<file path="config.mk">
export PLATFORM = sky130hd
export DESIGN_NAME = sticky_device_id_allocator_unit
export DESIGN_NICKNAME = d
export VERILOG_FILES = /design/src/sv/sdida_pkg.sv /design/src/sv/sticky_device_id_allocator_unit.sv /design/src/sv/sdida_ram.sv
export SDC_FILE = /design/constraint.sdc
export NUM_CORES = 2
export LEC_CHECK = 0
export BUFFER_PORTS_ARGS = -buffer_cell sky130_fd_sc_hd__buf_2
export CAP_MARGIN = 15
export CORE_MARGIN = 2
export CORE_UTILIZATION = 40
export DETAILED_ROUTE_END_ITERATION = 16
export PLACE_DENSITY = 0.59
export RECOVER_POWER = 50
export SYNTH_ARGS = -nofsm -noshare
export SYNTH_HDL_FRONTEND = slang
export SYNTH_HIERARCHICAL = 1
export SYNTH_MEMORY_MAX_BITS = 65536
export SYNTH_SLANG_ARGS = --single-unit
</file>
<file path="constraint.sdc">
create_clock -name clk -period 16.1 [get_ports clk]
set_input_delay 4.025 -clock clk [delete_from_list [all_inputs] [get_ports clk]]
set_output_delay 4.025 -clock clk [all_outputs]
set_load 0.05 [all_outputs]
</file>
<file path="src/sv/sdida_pkg.sv">
// sdida_pkg: shared constants and types for the sticky device id allocator
// depends on nothing; used by the allocator top level

package sdida_pkg;

    // table size and derived widths
    localparam int NUM_SLOTS = 256;
    localparam int SLOT_W    = $clog2(NUM_SLOTS);
    localparam int CNT_W     = $clog2(NUM_SLOTS + 1);
    localparam int ID_W      = 8;
    localparam int OWNER_W   = 16;

    // request kinds carried in tuser
    typedef enum logic {
        REQ_ALLOC   = 1'b0,
        REQ_RELEASE = 1'b1
    } req_type_t;

    // result status codes
    typedef enum logic [1:0] {
        STAT_OK      = 2'd0,
        STAT_FULL    = 2'd1,
        STAT_INVALID = 2'd2
    } status_t;

    // sequencer states
    typedef enum logic [1:0] {
        ST_IDLE,
        ST_OWN,
        ST_FREE,
        ST_RESP
    } state_t;

endpackage

</file>
<file path="src/sv/sticky_device_id_allocator_unit.sv">
// sticky_device_id_allocator_unit: top level of the sticky device id allocator
// depends on sdida_pkg and sdida_ram

// The block takes one request at a time and takes no new request until the current
// result has been loaded into the output register. A release goes from idle straight
// to the response state. An allocate first walks the recorded slots through the owner
// ram, one slot per cycle, comparing each slot when its registered read returns,
// then, if no owner matched, walks the in-use bits of the recorded slots through the
// in-use ram the same way and claims the first free one, or the slot just past the
// recorded prefix when all of them are held, or reports full when every slot of the
// table is recorded and held. The single read port of each ram sets the speed of its
// walk. Recorded slots always form a prefix of the table and a slot in use is always
// recorded, so a fill count stands in for per-slot recorded bits and for the reset of
// the in-use ram, and no clearing pass is needed after reset.

module sticky_device_id_allocator_unit (
    input  logic        clk,
    input  logic        rst_n,
    input  logic        s_tvalid,
    output logic        s_tready,
    input  logic [23:0] s_tdata,   // bus_num[7:0], dev_num[12:8], fun_num[15:13], release_id[23:16]
    input  logic        s_tuser,   // req_type
    output logic        m_tvalid,
    input  logic        m_tready,
    output logic [15:0] m_tdata    // granted_id[7:0], status[9:8], reused[10], zero fill
);

    localparam int SLOT_W  = sdida_pkg::SLOT_W;
    localparam int CNT_W   = sdida_pkg::CNT_W;
    localparam int ID_W    = sdida_pkg::ID_W;
    localparam int OWNER_W = sdida_pkg::OWNER_W;

    sdida_pkg::state_t  state_reg, state_next;
    logic [CNT_W-1:0]   scan_reg, scan_next;
    logic [CNT_W-1:0]   rec_count_reg, rec_count_next;
    logic               cmp_valid_reg, cmp_valid_next;
    logic [SLOT_W-1:0]  cmp_idx_reg, cmp_idx_next;
    logic [OWNER_W-1:0] who_reg, who_next;

    logic [ID_W-1:0]    res_id_reg, res_id_next;
    sdida_pkg::status_t res_status_reg, res_status_next;
    logic               res_reused_reg, res_reused_next;

    logic               m_tvalid_reg, m_tvalid_next;
    logic [ID_W-1:0]    out_id_reg, out_id_next;
    sdida_pkg::status_t out_status_reg, out_status_next;
    logic               out_reused_reg, out_reused_next;

    logic               use_wr_en, use_wr_data, use_rd_en, use_rd_data;
    logic [SLOT_W-1:0]  use_wr_addr;
    logic               ram_wr_en, ram_rd_en;
    logic [SLOT_W-1:0]  ram_wr_addr;
    logic [SLOT_W-1:0]  ram_rd_addr;
    logic [OWNER_W-1:0] ram_rd_data;

    logic [ID_W-1:0]    in_release_id;
    logic [OWNER_W-1:0] in_owner;

    // input field unpacking; owner key is {bus, dev, fun}
    assign in_owner      = {s_tdata[7:0], s_tdata[12:8], s_tdata[15:13]};
    assign in_release_id = s_tdata[23:16];

    // owner record store
    sdida_ram #(
        .WIDTH (OWNER_W),
        .DEPTH (sdida_pkg::NUM_SLOTS)
    ) u_owner_ram (
        .clk     (clk),
        .wr_en   (ram_wr_en),
        .wr_addr (ram_wr_addr),
        .wr_data (who_reg),
        .rd_en   (ram_rd_en),
        .rd_addr (ram_rd_addr),
        .rd_data (ram_rd_data)
    );

    // in-use bit store; entries past the recorded prefix are never read and count as free
    sdida_ram #(
        .WIDTH (1),
        .DEPTH (sdida_pkg::NUM_SLOTS)
    ) u_use_ram (
        .clk     (clk),
        .wr_en   (use_wr_en),
        .wr_addr (use_wr_addr),
        .wr_data (use_wr_data),
        .rd_en   (use_rd_en),
        .rd_addr (scan_reg[SLOT_W-1:0]),
        .rd_data (use_rd_data)
    );

    // sequencer next state and datapath control
    always_comb
    begin
        state_next      = state_reg;
        scan_next       = scan_reg;
        rec_count_next  = rec_count_reg;
        cmp_valid_next  = cmp_valid_reg;
        cmp_idx_next    = cmp_idx_reg;
        who_next        = who_reg;
        res_id_next     = res_id_reg;
        res_status_next = res_status_reg;
        res_reused_next = res_reused_reg;
        m_tvalid_next   = m_tvalid_reg;
        out_id_next     = out_id_reg;
        out_status_next = out_status_reg;
        out_reused_next = out_reused_reg;
        use_wr_en       = 1'b0;
        use_wr_addr     = cmp_idx_reg;
        use_wr_data     = 1'b0;
        use_rd_en       = 1'b0;
        ram_wr_en       = 1'b0;
        ram_wr_addr     = cmp_idx_reg;
        ram_rd_en       = 1'b0;
        ram_rd_addr     = scan_reg[SLOT_W-1:0];
        s_tready        = 1'b0;

        // output register drains on transfer
        if (m_tready)
        begin
            m_tvalid_next = 1'b0;
        end

        unique case (state_reg)
            sdida_pkg::ST_IDLE:
            begin
                s_tready = 1'b1;
                if (s_tvalid)
                begin
                    res_id_next     = '0;
                    res_reused_next = 1'b0;
                    res_status_next = sdida_pkg::STAT_OK;
                    if (s_tuser == sdida_pkg::REQ_RELEASE)
                    begin
                        if ({1'b0, in_release_id} >= (ID_W+1)'(sdida_pkg::NUM_SLOTS))
                        begin
                            res_status_next = sdida_pkg::STAT_INVALID;
                        end
                        else
                        begin
                            use_wr_en   = 1'b1;
                            use_wr_addr = in_release_id[SLOT_W-1:0];
                            use_wr_data = 1'b0;
                        end
                        state_next = sdida_pkg::ST_RESP;
                    end
                    else
                    begin
                        who_next       = in_owner;
                        scan_next      = '0;
                        cmp_valid_next = 1'b0;
                        state_next     = sdida_pkg::ST_OWN;
                    end
                end
            end

            sdida_pkg::ST_OWN:
            begin
                // compare the slot read last cycle while the next one is read
                if (cmp_valid_reg && ram_rd_data == who_reg)
                begin
                    use_wr_en       = 1'b1;
                    use_wr_addr     = cmp_idx_reg;
                    use_wr_data     = 1'b1;
                    res_id_next     = ID_W'(cmp_idx_reg);
                    res_reused_next = 1'b1;
                    state_next      = sdida_pkg::ST_RESP;
                end
                else if (scan_reg < rec_count_reg)
                begin
                    ram_rd_en      = 1'b1;
                    cmp_valid_next = 1'b1;
                    cmp_idx_next   = scan_reg[SLOT_W-1:0];
                    scan_next      = scan_reg + 1'b1;
                end
                else if (cmp_valid_reg)
                begin
                    cmp_valid_next = 1'b0;
                end
                else
                begin
                    scan_next  = '0;
                    state_next = sdida_pkg::ST_FREE;
                end
            end

            sdida_pkg::ST_FREE:
            begin
                // first recorded slot not in use is claimed
                if (cmp_valid_reg && !use_rd_data)
                begin
                    use_wr_en   = 1'b1;
                    use_wr_addr = cmp_idx_reg;
                    use_wr_data = 1'b1;
                    ram_wr_en   = 1'b1;
                    ram_wr_addr = cmp_idx_reg;
                    res_id_next = ID_W'(cmp_idx_reg);
                    state_next  = sdida_pkg::ST_RESP;
                end
                else if (scan_reg < rec_count_reg)
                begin
                    use_rd_en      = 1'b1;
                    cmp_valid_next = 1'b1;
                    cmp_idx_next   = scan_reg[SLOT_W-1:0];
                    scan_next      = scan_reg + 1'b1;
                end
                else if (rec_count_reg == CNT_W'(sdida_pkg::NUM_SLOTS))
                begin
                    res_status_next = sdida_pkg::STAT_FULL;
                    state_next      = sdida_pkg::ST_RESP;
                end
                else
                begin
                    // every recorded slot is held, claim the one past the prefix
                    use_wr_en      = 1'b1;
                    use_wr_addr    = rec_count_reg[SLOT_W-1:0];
                    use_wr_data    = 1'b1;
                    ram_wr_en      = 1'b1;
                    ram_wr_addr    = rec_count_reg[SLOT_W-1:0];
                    res_id_next    = ID_W'(rec_count_reg[SLOT_W-1:0]);
                    rec_count_next = rec_count_reg + 1'b1;
                    state_next     = sdida_pkg::ST_RESP;
                end
            end

            sdida_pkg::ST_RESP:
            begin
                if (!m_tvalid_reg || m_tready)
                begin
                    m_tvalid_next   = 1'b1;
                    out_id_next     = res_id_reg;
                    out_status_next = res_status_reg;
                    out_reused_next = res_reused_reg;
                    state_next      = sdida_pkg::ST_IDLE;
                end
            end

            default:
            begin
                state_next = sdida_pkg::ST_IDLE;
            end
        endcase
    end

    // control registers
    always_ff @(posedge clk or negedge rst_n)
    begin
        if (!rst_n)
        begin
            state_reg     <= sdida_pkg::ST_IDLE;
            scan_reg      <= '0;
            rec_count_reg <= '0;
            cmp_valid_reg <= 1'b0;
            m_tvalid_reg  <= 1'b0;
        end
        else
        begin
            state_reg     <= state_next;
            scan_reg      <= scan_next;
            rec_count_reg <= rec_count_next;
            cmp_valid_reg <= cmp_valid_next;
            m_tvalid_reg  <= m_tvalid_next;
        end
    end

    // payload registers
    always_ff @(posedge clk)
    begin
        cmp_idx_reg    <= cmp_idx_next;
        who_reg        <= who_next;
        res_id_reg     <= res_id_next;
        res_status_reg <= res_status_next;
        res_reused_reg <= res_reused_next;
        out_id_reg     <= out_id_next;
        out_status_reg <= out_status_next;
        out_reused_reg <= out_reused_next;
    end

    // result packing
    assign m_tvalid = m_tvalid_reg;
    assign m_tdata  = {5'd0, out_reused_reg, out_status_reg, out_id_reg};

    // fill count never passes the table size
    a_rec_count_bound: assert property (@(posedge clk) disable iff (!rst_n)
        rec_count_reg <= CNT_W'(sdida_pkg::NUM_SLOTS))
        else $error("recorded slot count past table size");

    // a claimed slot lies inside or just past the recorded prefix
    a_claim_in_prefix: assert property (@(posedge clk) disable iff (!rst_n)
        (state_reg == sdida_pkg::ST_FREE && ram_wr_en) |-> {1'b0, ram_wr_addr} <= rec_count_reg)
        else $error("claimed slot beyond recorded prefix");

    // a valid release clears the in-use bit of its slot
    a_release_clears: assert property (@(posedge clk) disable iff (!rst_n)
        (s_tvalid && s_tready && s_tuser == sdida_pkg::REQ_RELEASE)
        |-> (use_wr_en && !use_wr_data))
        else $error("release did not clear the in-use bit");

    // reuse flag only with an ok status
    a_reused_ok: assert property (@(posedge clk) disable iff (!rst_n)
        (m_tvalid && m_tdata[10]) |-> m_tdata[9:8] == sdida_pkg::STAT_OK)
        else $error("reused result without ok status");

    // a result is only loaded when the output register is free
    a_no_overwrite: assert property (@(posedge clk) disable iff (!rst_n)
        (m_tvalid && !m_tready) |=> m_tvalid && $stable(m_tdata))
        else $error("pending result overwritten");

endmodule

</file>
<file path="src/sv/sdida_ram.sv">
// sdida_ram: generic single write port, single read port ram
// registered read data; no dependencies

module sdida_ram #(
    parameter int WIDTH = 16,
    parameter int DEPTH = 256
) (
    input  logic                     clk,
    input  logic                     wr_en,
    input  logic [$clog2(DEPTH)-1:0] wr_addr,
    input  logic [WIDTH-1:0]         wr_data,
    input  logic                     rd_en,
    input  logic [$clog2(DEPTH)-1:0] rd_addr,
    output logic [WIDTH-1:0]         rd_data
);

    logic [WIDTH-1:0] mem [DEPTH];
    logic [WIDTH-1:0] rd_data_reg;

    // write port and registered read port
    always_ff @(posedge clk)
    begin
        if (wr_en)
        begin
            mem[wr_addr] <= wr_data;
        end
        if (rd_en)
        begin
            rd_data_reg <= mem[rd_addr];
        end
    end

    assign rd_data = rd_data_reg;

endmodule

</file>
=== After elaboration in Yosys (flattened, before gate mapping) ===
Memory sizes are Yosys's and may differ from the RTL's. A register that Yosys moved wholly into a read port is not among the register bits.
Index checks and enable logic that the tools add are counted.

* Flip-flop bits (word level): 68
* Latch bits: 0
* RAM bits: 4352
* Bits in read-only memories: 0
* Bits of input ports: 29
* Output and inout port bits: 18
* Memories: 2

* Add/subtract/negate cells: 2
* Multiply operators: 0
* Divide/modulo/power cells: 0
* Order comparisons: 1
* Equality and inequality tests: 19
* Shift-type cells: 0
* Muxes and demuxes: 70
* Bitwise logic cells: 4
* Reductions and logical operators: 20

{| class="wikitable"
|+ Memory list
! name !! depth !! width !! rd ports !! clocked after memory_dff !! wr ports !! line !! RTL
|-
| u_owner_ram.mem || 256 || 16 || 1 || 1 || 1 || sdida_ram.sv:17 || <nowiki>logic [WIDTH-1:0] mem [DEPTH];</nowiki>
|-
| u_use_ram.mem || 256 || 1 || 1 || 1 || 1 || sdida_ram.sv:17 ||
|}

{| class="wikitable"
|+ Operators with widths
! cell !! count
|-
| 8-bit 2-to-1 mux || 14
|-
| 9-bit 2-to-1 mux || 7
|-
| 8-bit case mux with 2 select lines || 2
|-
| 1-bit 2-to-1 mux || 27
|-
| 9-bit case mux with 3 select lines || 1
|-
| 2-bit 2-to-1 mux || 12
|-
| 8-bit case mux with 3 select lines || 1
|-
| 9-bit by 1-bit adder with 9-bit output (second input constant) || 2
|-
| 2-bit inequality test (second input constant) || 9
|-
| 16-bit equality test || 1
|-
| 3-bit inequality test (second input constant) || 5
|-
| 5-bit AND reduction || 3
|-
| 9-bit equality test (second input constant) || 1
|-
| 9-bit < comparator || 1
|-
| 3-bit AND reduction || 3
|-
| 2-bit case mux with 4 select lines || 1
|-
| 7-bit AND reduction || 1
|-
| 1-bit case mux with 3 select lines || 2
|-
| 6-bit AND reduction || 1
|-
| 2-bit nonzero test || 3
|-
| 2-bit equality test (second input constant) || 2
|-
| 1-bit inverter || 4
|-
| 1-bit case mux with 2 select lines || 2
|-
| 2-bit case mux with 2 select lines || 1
|-
| other kinds (8) || 10
|}

=== Logic depth before layout (Yosys ltp) ===
* Depth after elaboration: 7
* Mapped depth: 15

=== By module ===
The synthesis kept the hierarchy.

{| class="wikitable"
|+ Modules (own cells, without submodules)
! module !! instances !! cells an instance !! area each (µm²) !! seq. area each (µm²)
|-
| sdida_ram (u_owner_ram) || 1 || 7360 || 158874.9 || 123478.4
|-
| sdida_ram (u_use_ram) || 1 || 788 || 11138.2 || 7717.4
|-
| sticky_device_id_allocator_unit || 1 || 329 || 3676.0 || 1871.8
|}

=== Worst setup path after synthesis ===
No wires, ideal clock.

* Path kind: reg-to-reg
* Start point: register who_reg[0]
* End point: memory u_use_ram.mem[0] (data pin)
* Arrival: 10868 ps
* Data required time: 14649 ps
* Slack: 3781 ps
* Stages on the path, launching flop included: 8
* Buffers on the path: 1
* Period minus slack after synthesis: 12319 ps
* Path through: edfxtp_1 -> xor2_1 -> nor4_1 -> nand3_1 -> nor4_2 -> buf_2 -> a211oi_1 -> nor2b_1

* Longest elaborated chain between the ends: 4

{| class="wikitable"
|+ Ends and longest elaborated chain
! element !! line !! RTL
|-
| start: declaration || sticky_device_id_allocator_unit.sv:38 || <nowiki>logic [OWNER_W-1:0] who_reg, who_next;</nowiki>
|-
| start signal: assignment || sticky_device_id_allocator_unit.sv:269 || <nowiki>who_reg <= who_next;</nowiki>
|-
| 16-bit equality test || sticky_device_id_allocator_unit.sv:159 || <nowiki>if (cmp_valid_reg && ram_rd_data == who_reg)</nowiki>
|-
| 1-bit logical AND || sticky_device_id_allocator_unit.sv:159 ||
|-
| 1-bit 2-to-1 mux || sticky_device_id_allocator_unit.sv:159 ||
|-
| 1-bit case mux with 2 select lines || sticky_device_id_allocator_unit.sv:123 || <nowiki>unique case (state_reg)</nowiki>
|-
| named net use_wr_data || sticky_device_id_allocator_unit.sv:49 || <nowiki>logic use_wr_en, use_wr_data, use_rd_en, use_rd_data;</nowiki>
|-
| end: declaration || sdida_ram.sv:17 ||
|}

The timed path passes the listed nets, and every way through them passes these cells.

=== Worst setup path in the final report ===
* Start point: register who_reg[9]
* End point: memory u_use_ram.mem[121] (data pin)

Same word-level chain as after synthesis.

==> run_results.csv <==
group,metric,value,unit
layout,final_area,196000,um2
layout,final_cell_mix,"edfxtp_1, mux4_2, mux2i_1",
die,ios,47,
timing,worst_slew_pin_slew,9.77,ns
clocking,cts.sinks,4435,
synth,postSynthCellCount,8477,
routing,routedWlPerCell,31.2,um
die,initial_utilization,40.3,%
critical_path,critPathRequiredTime,16.70,ns
status,violations,"capacitance limit, slew limit",
layout,drive_gt1_share,22.5,%
timing,fmax,0.0964,GHz
timing,fin_crit_sh,64.5,%
synth,ys_async_sr_fraction,0.496,%
timing,drv_slew,4064,
routing,vias,89062,
layout,n_fill_cell,35796,
clocking,path_clk_slew,0.06,ns
routing,routed_wl,467000,um
synth,yosys_warnings,6,
clocking,clkLatencyLatePin,1.01,ns
layout,layout_commonest_cell,"edfxtp_1",
clocking,cts_resized,0,
placement,place_inst,14099,
synth,synth_area_leader_cell,"edfxtp_1",
routing,drt_iter0_drc,13112,
layout,largest-register,"u_owner_ram/mem",
die,dieArea,440000,um2
synth,synth_seq_area_share,76.6,%
die,fp-row-count,241,
critical_path,crit_arrival,10.98,ns
routing,drc,0,
synth,synth_cell_types,73,
clocking,cts_tree,"built",
timing,rsz0062_at_grt,"false",
critical_path,crit_path_max_fanout,174,
layout,fin_util,45.4,%
layout,layout.cells.non_filler,14956,
pwr,power,28.2,mW
critical_path,reg2reg_from,"who_reg[9]$_DFFE_PP_",
timing,hold_viol,0,
synth,synth_area_leaders,"edfxtp_1, mux4_2, mux2i_1",
placement,place_area,182000,um2
synth,synth-edff-count,4413,
clocking,postCtsSetupBuffers,0,
timing,post-route-min-period,10.38,ns
min_path,min_path_type,"reg2reg",
timing,fin_worst_skew,0.0960,ns
layout,largestRegisters,"u_owner_ram/mem: 4096 flops, u_use_ram/mem: 256 flops",
clocking,holdBufCountCts,0,
job,maxCapViolations,58,
synth,synthFlopType,"edfxtp_1",
layout,largest_reg_flops,4096,
routing,via_per_inst,5.95,
critical_path,endpoint_kind,"register",
die,die_x,663,um
timing,fin_tns_setup,0,ns
placement,port-buffer-count,40,
status,status,"finished with violations",
timing,slew_headroom,-551,%
timing,final-setup-viol-count,0,
pwr,peakVddDrop,0.000101,V
routing,ant_nets,0,
die,dieHeight,663,um
global_route,overflow,0,
layout,syn_to_final_growth,12.8,%
global_route,grt_pass1_wl,659000,um
global_route,antenna_found_initial,23,
die,coreArea,432000,um2
routing,firstDrtPassIters,6,
pwr,p_per_area,144,nW/um2
min_path,hold_start,"res_id_reg[0]$_DFFE_PP_",
clocking,cts_inserted_buffers,445,
clocking,root_buffer,"clkbuf_16",
critical_path,start_kind,"register",
global_route,grt_use_total,20.7,%
critical_path,crit_start,"who_reg[9]$_DFFE_PP_",
synth,synth_area,174000,um2
placement,place_hpwl,273000,um
clocking,cts_max_path_buffers,4,
clocking,htreeDepth,5,
global_route,grt_start_max_net_pins,213,
synth,avgSynthCellArea,20.5,um2
critical_path,path_class,"reg2reg",
synth,synth_seq_cells,4435,
layout,nets,8897,
global_route,grt_pass1_vias,87118,
pwr,p_leak,58.6,nW
synth,synth_top_area_share,76.3,%
placement,gp_congestion,0.851,
-- metrics by stage --
step	hold slack (ns)	setup WS [ns]
3_3_place_gp	0.405	8.97
2_1_floorplan	0.400	3.78
4_1_cts	0.419	9.25
5_1_grt	0.436	4.89
6_report	0.419	5.72
3_5_place_dp	0.405	9.05
-- layer usage --
| metal | part of all wire, % | global-route usage (%) | wire length [um] |
|---|---|---|---|
| met4 | 2.6 | 5.16 | 12200 |
| met2 | 47 | 32.5 | 218000 |
| met3 | 10 | 4.18 | 46900 |
| met5 | 0.0058 | 0 | 27 |
| met1 | 41 | 29.8 | 190000 |
-- Yosys cell counts, types with 82 or more instances --
cell type and number:
buf_6 82, nand2_1 86, edfxtp_1 4413, o221ai_1 254
mux2i_1 626, buf_2 86, o22ai_1 172, mux4_2 839
a21oi_1 190, mux2_2 97, clkbuf_1 278, nor2_1 584
nor3_1 100
-- report_power, final --
group / internal (mW) / switching [mW] / total (mW)
registers: 13.1 / 0.109 / 13.2
logic: 1.75 / 3.00 / 4.75
clock network: 5.86 / 4.42 / 10.3
total: 20.7 / 7.53 / 28.2
-- worst max-delay path, stage by stage (launching register included) --
cell and delay (ns):
edfxtp_1 0.33, clkbuf_1 5.62, xnor2_1 0.33, nand4_1 0.57
nor4_2 0.36, buf_4 0.25, a211oi_1 0.13, nor2b_4 0.15
buf_4 0.84, buf_4 0.90
-- final timing paths --
path / to / depth (start not counted) / slack [ns]
worst min-delay path: out_id_reg[0]$_DFFE_PP_ / 0 / 0.42
worst max register to register: u_use_ram/mem[121]$_DFFE_PP_ / 9 / 5.72
max in group asynchronous: scan_reg[3]$_DFFE_PN0P_ / 1 / 11.84
min in group asynchronous: scan_reg[8]$_DFFE_PN0P_ / 1 / 3.31
worst min register to register: out_id_reg[0]$_DFFE_PP_ / 0 / 0.42
worst max-delay path: u_use_ram/mem[121]$_DFFE_PP_ / 9 / 5.72
-- kinds of logic (layout without fill, tap and decap cells) --
group	count (synthesis)	after routing	synth area share [%]
AO/OA/AOI/OAI	903	903	3.73
XOR/XNOR	24	24	0.121
adder cells (fa/ha/maj)	15	15	0.108
buffers and inverters	551	1302	1.81
flip-flops	4435	4435	76.6
multiplexers	1562	1562	15.1
other	1	19	0.00216
AND/OR/NAND/NOR	986	986	2.51
-- final cells by class --
cell class	instances	area (um2)	area share, %
Clock buffer	531	11500	5.89
Clock inverter	296	2950	1.50
Antenna cell	13	32.5	0.0166
Inverter	23	98.8	0.0504
Timing Repair Buffer	452	3310	1.69
Multi-Input combinational cell	3496	37800	19.3
Tap cell	5710	7140	3.65
Sequential cell	4435	133000	67.9
Power figures use the tool's default switching activity.
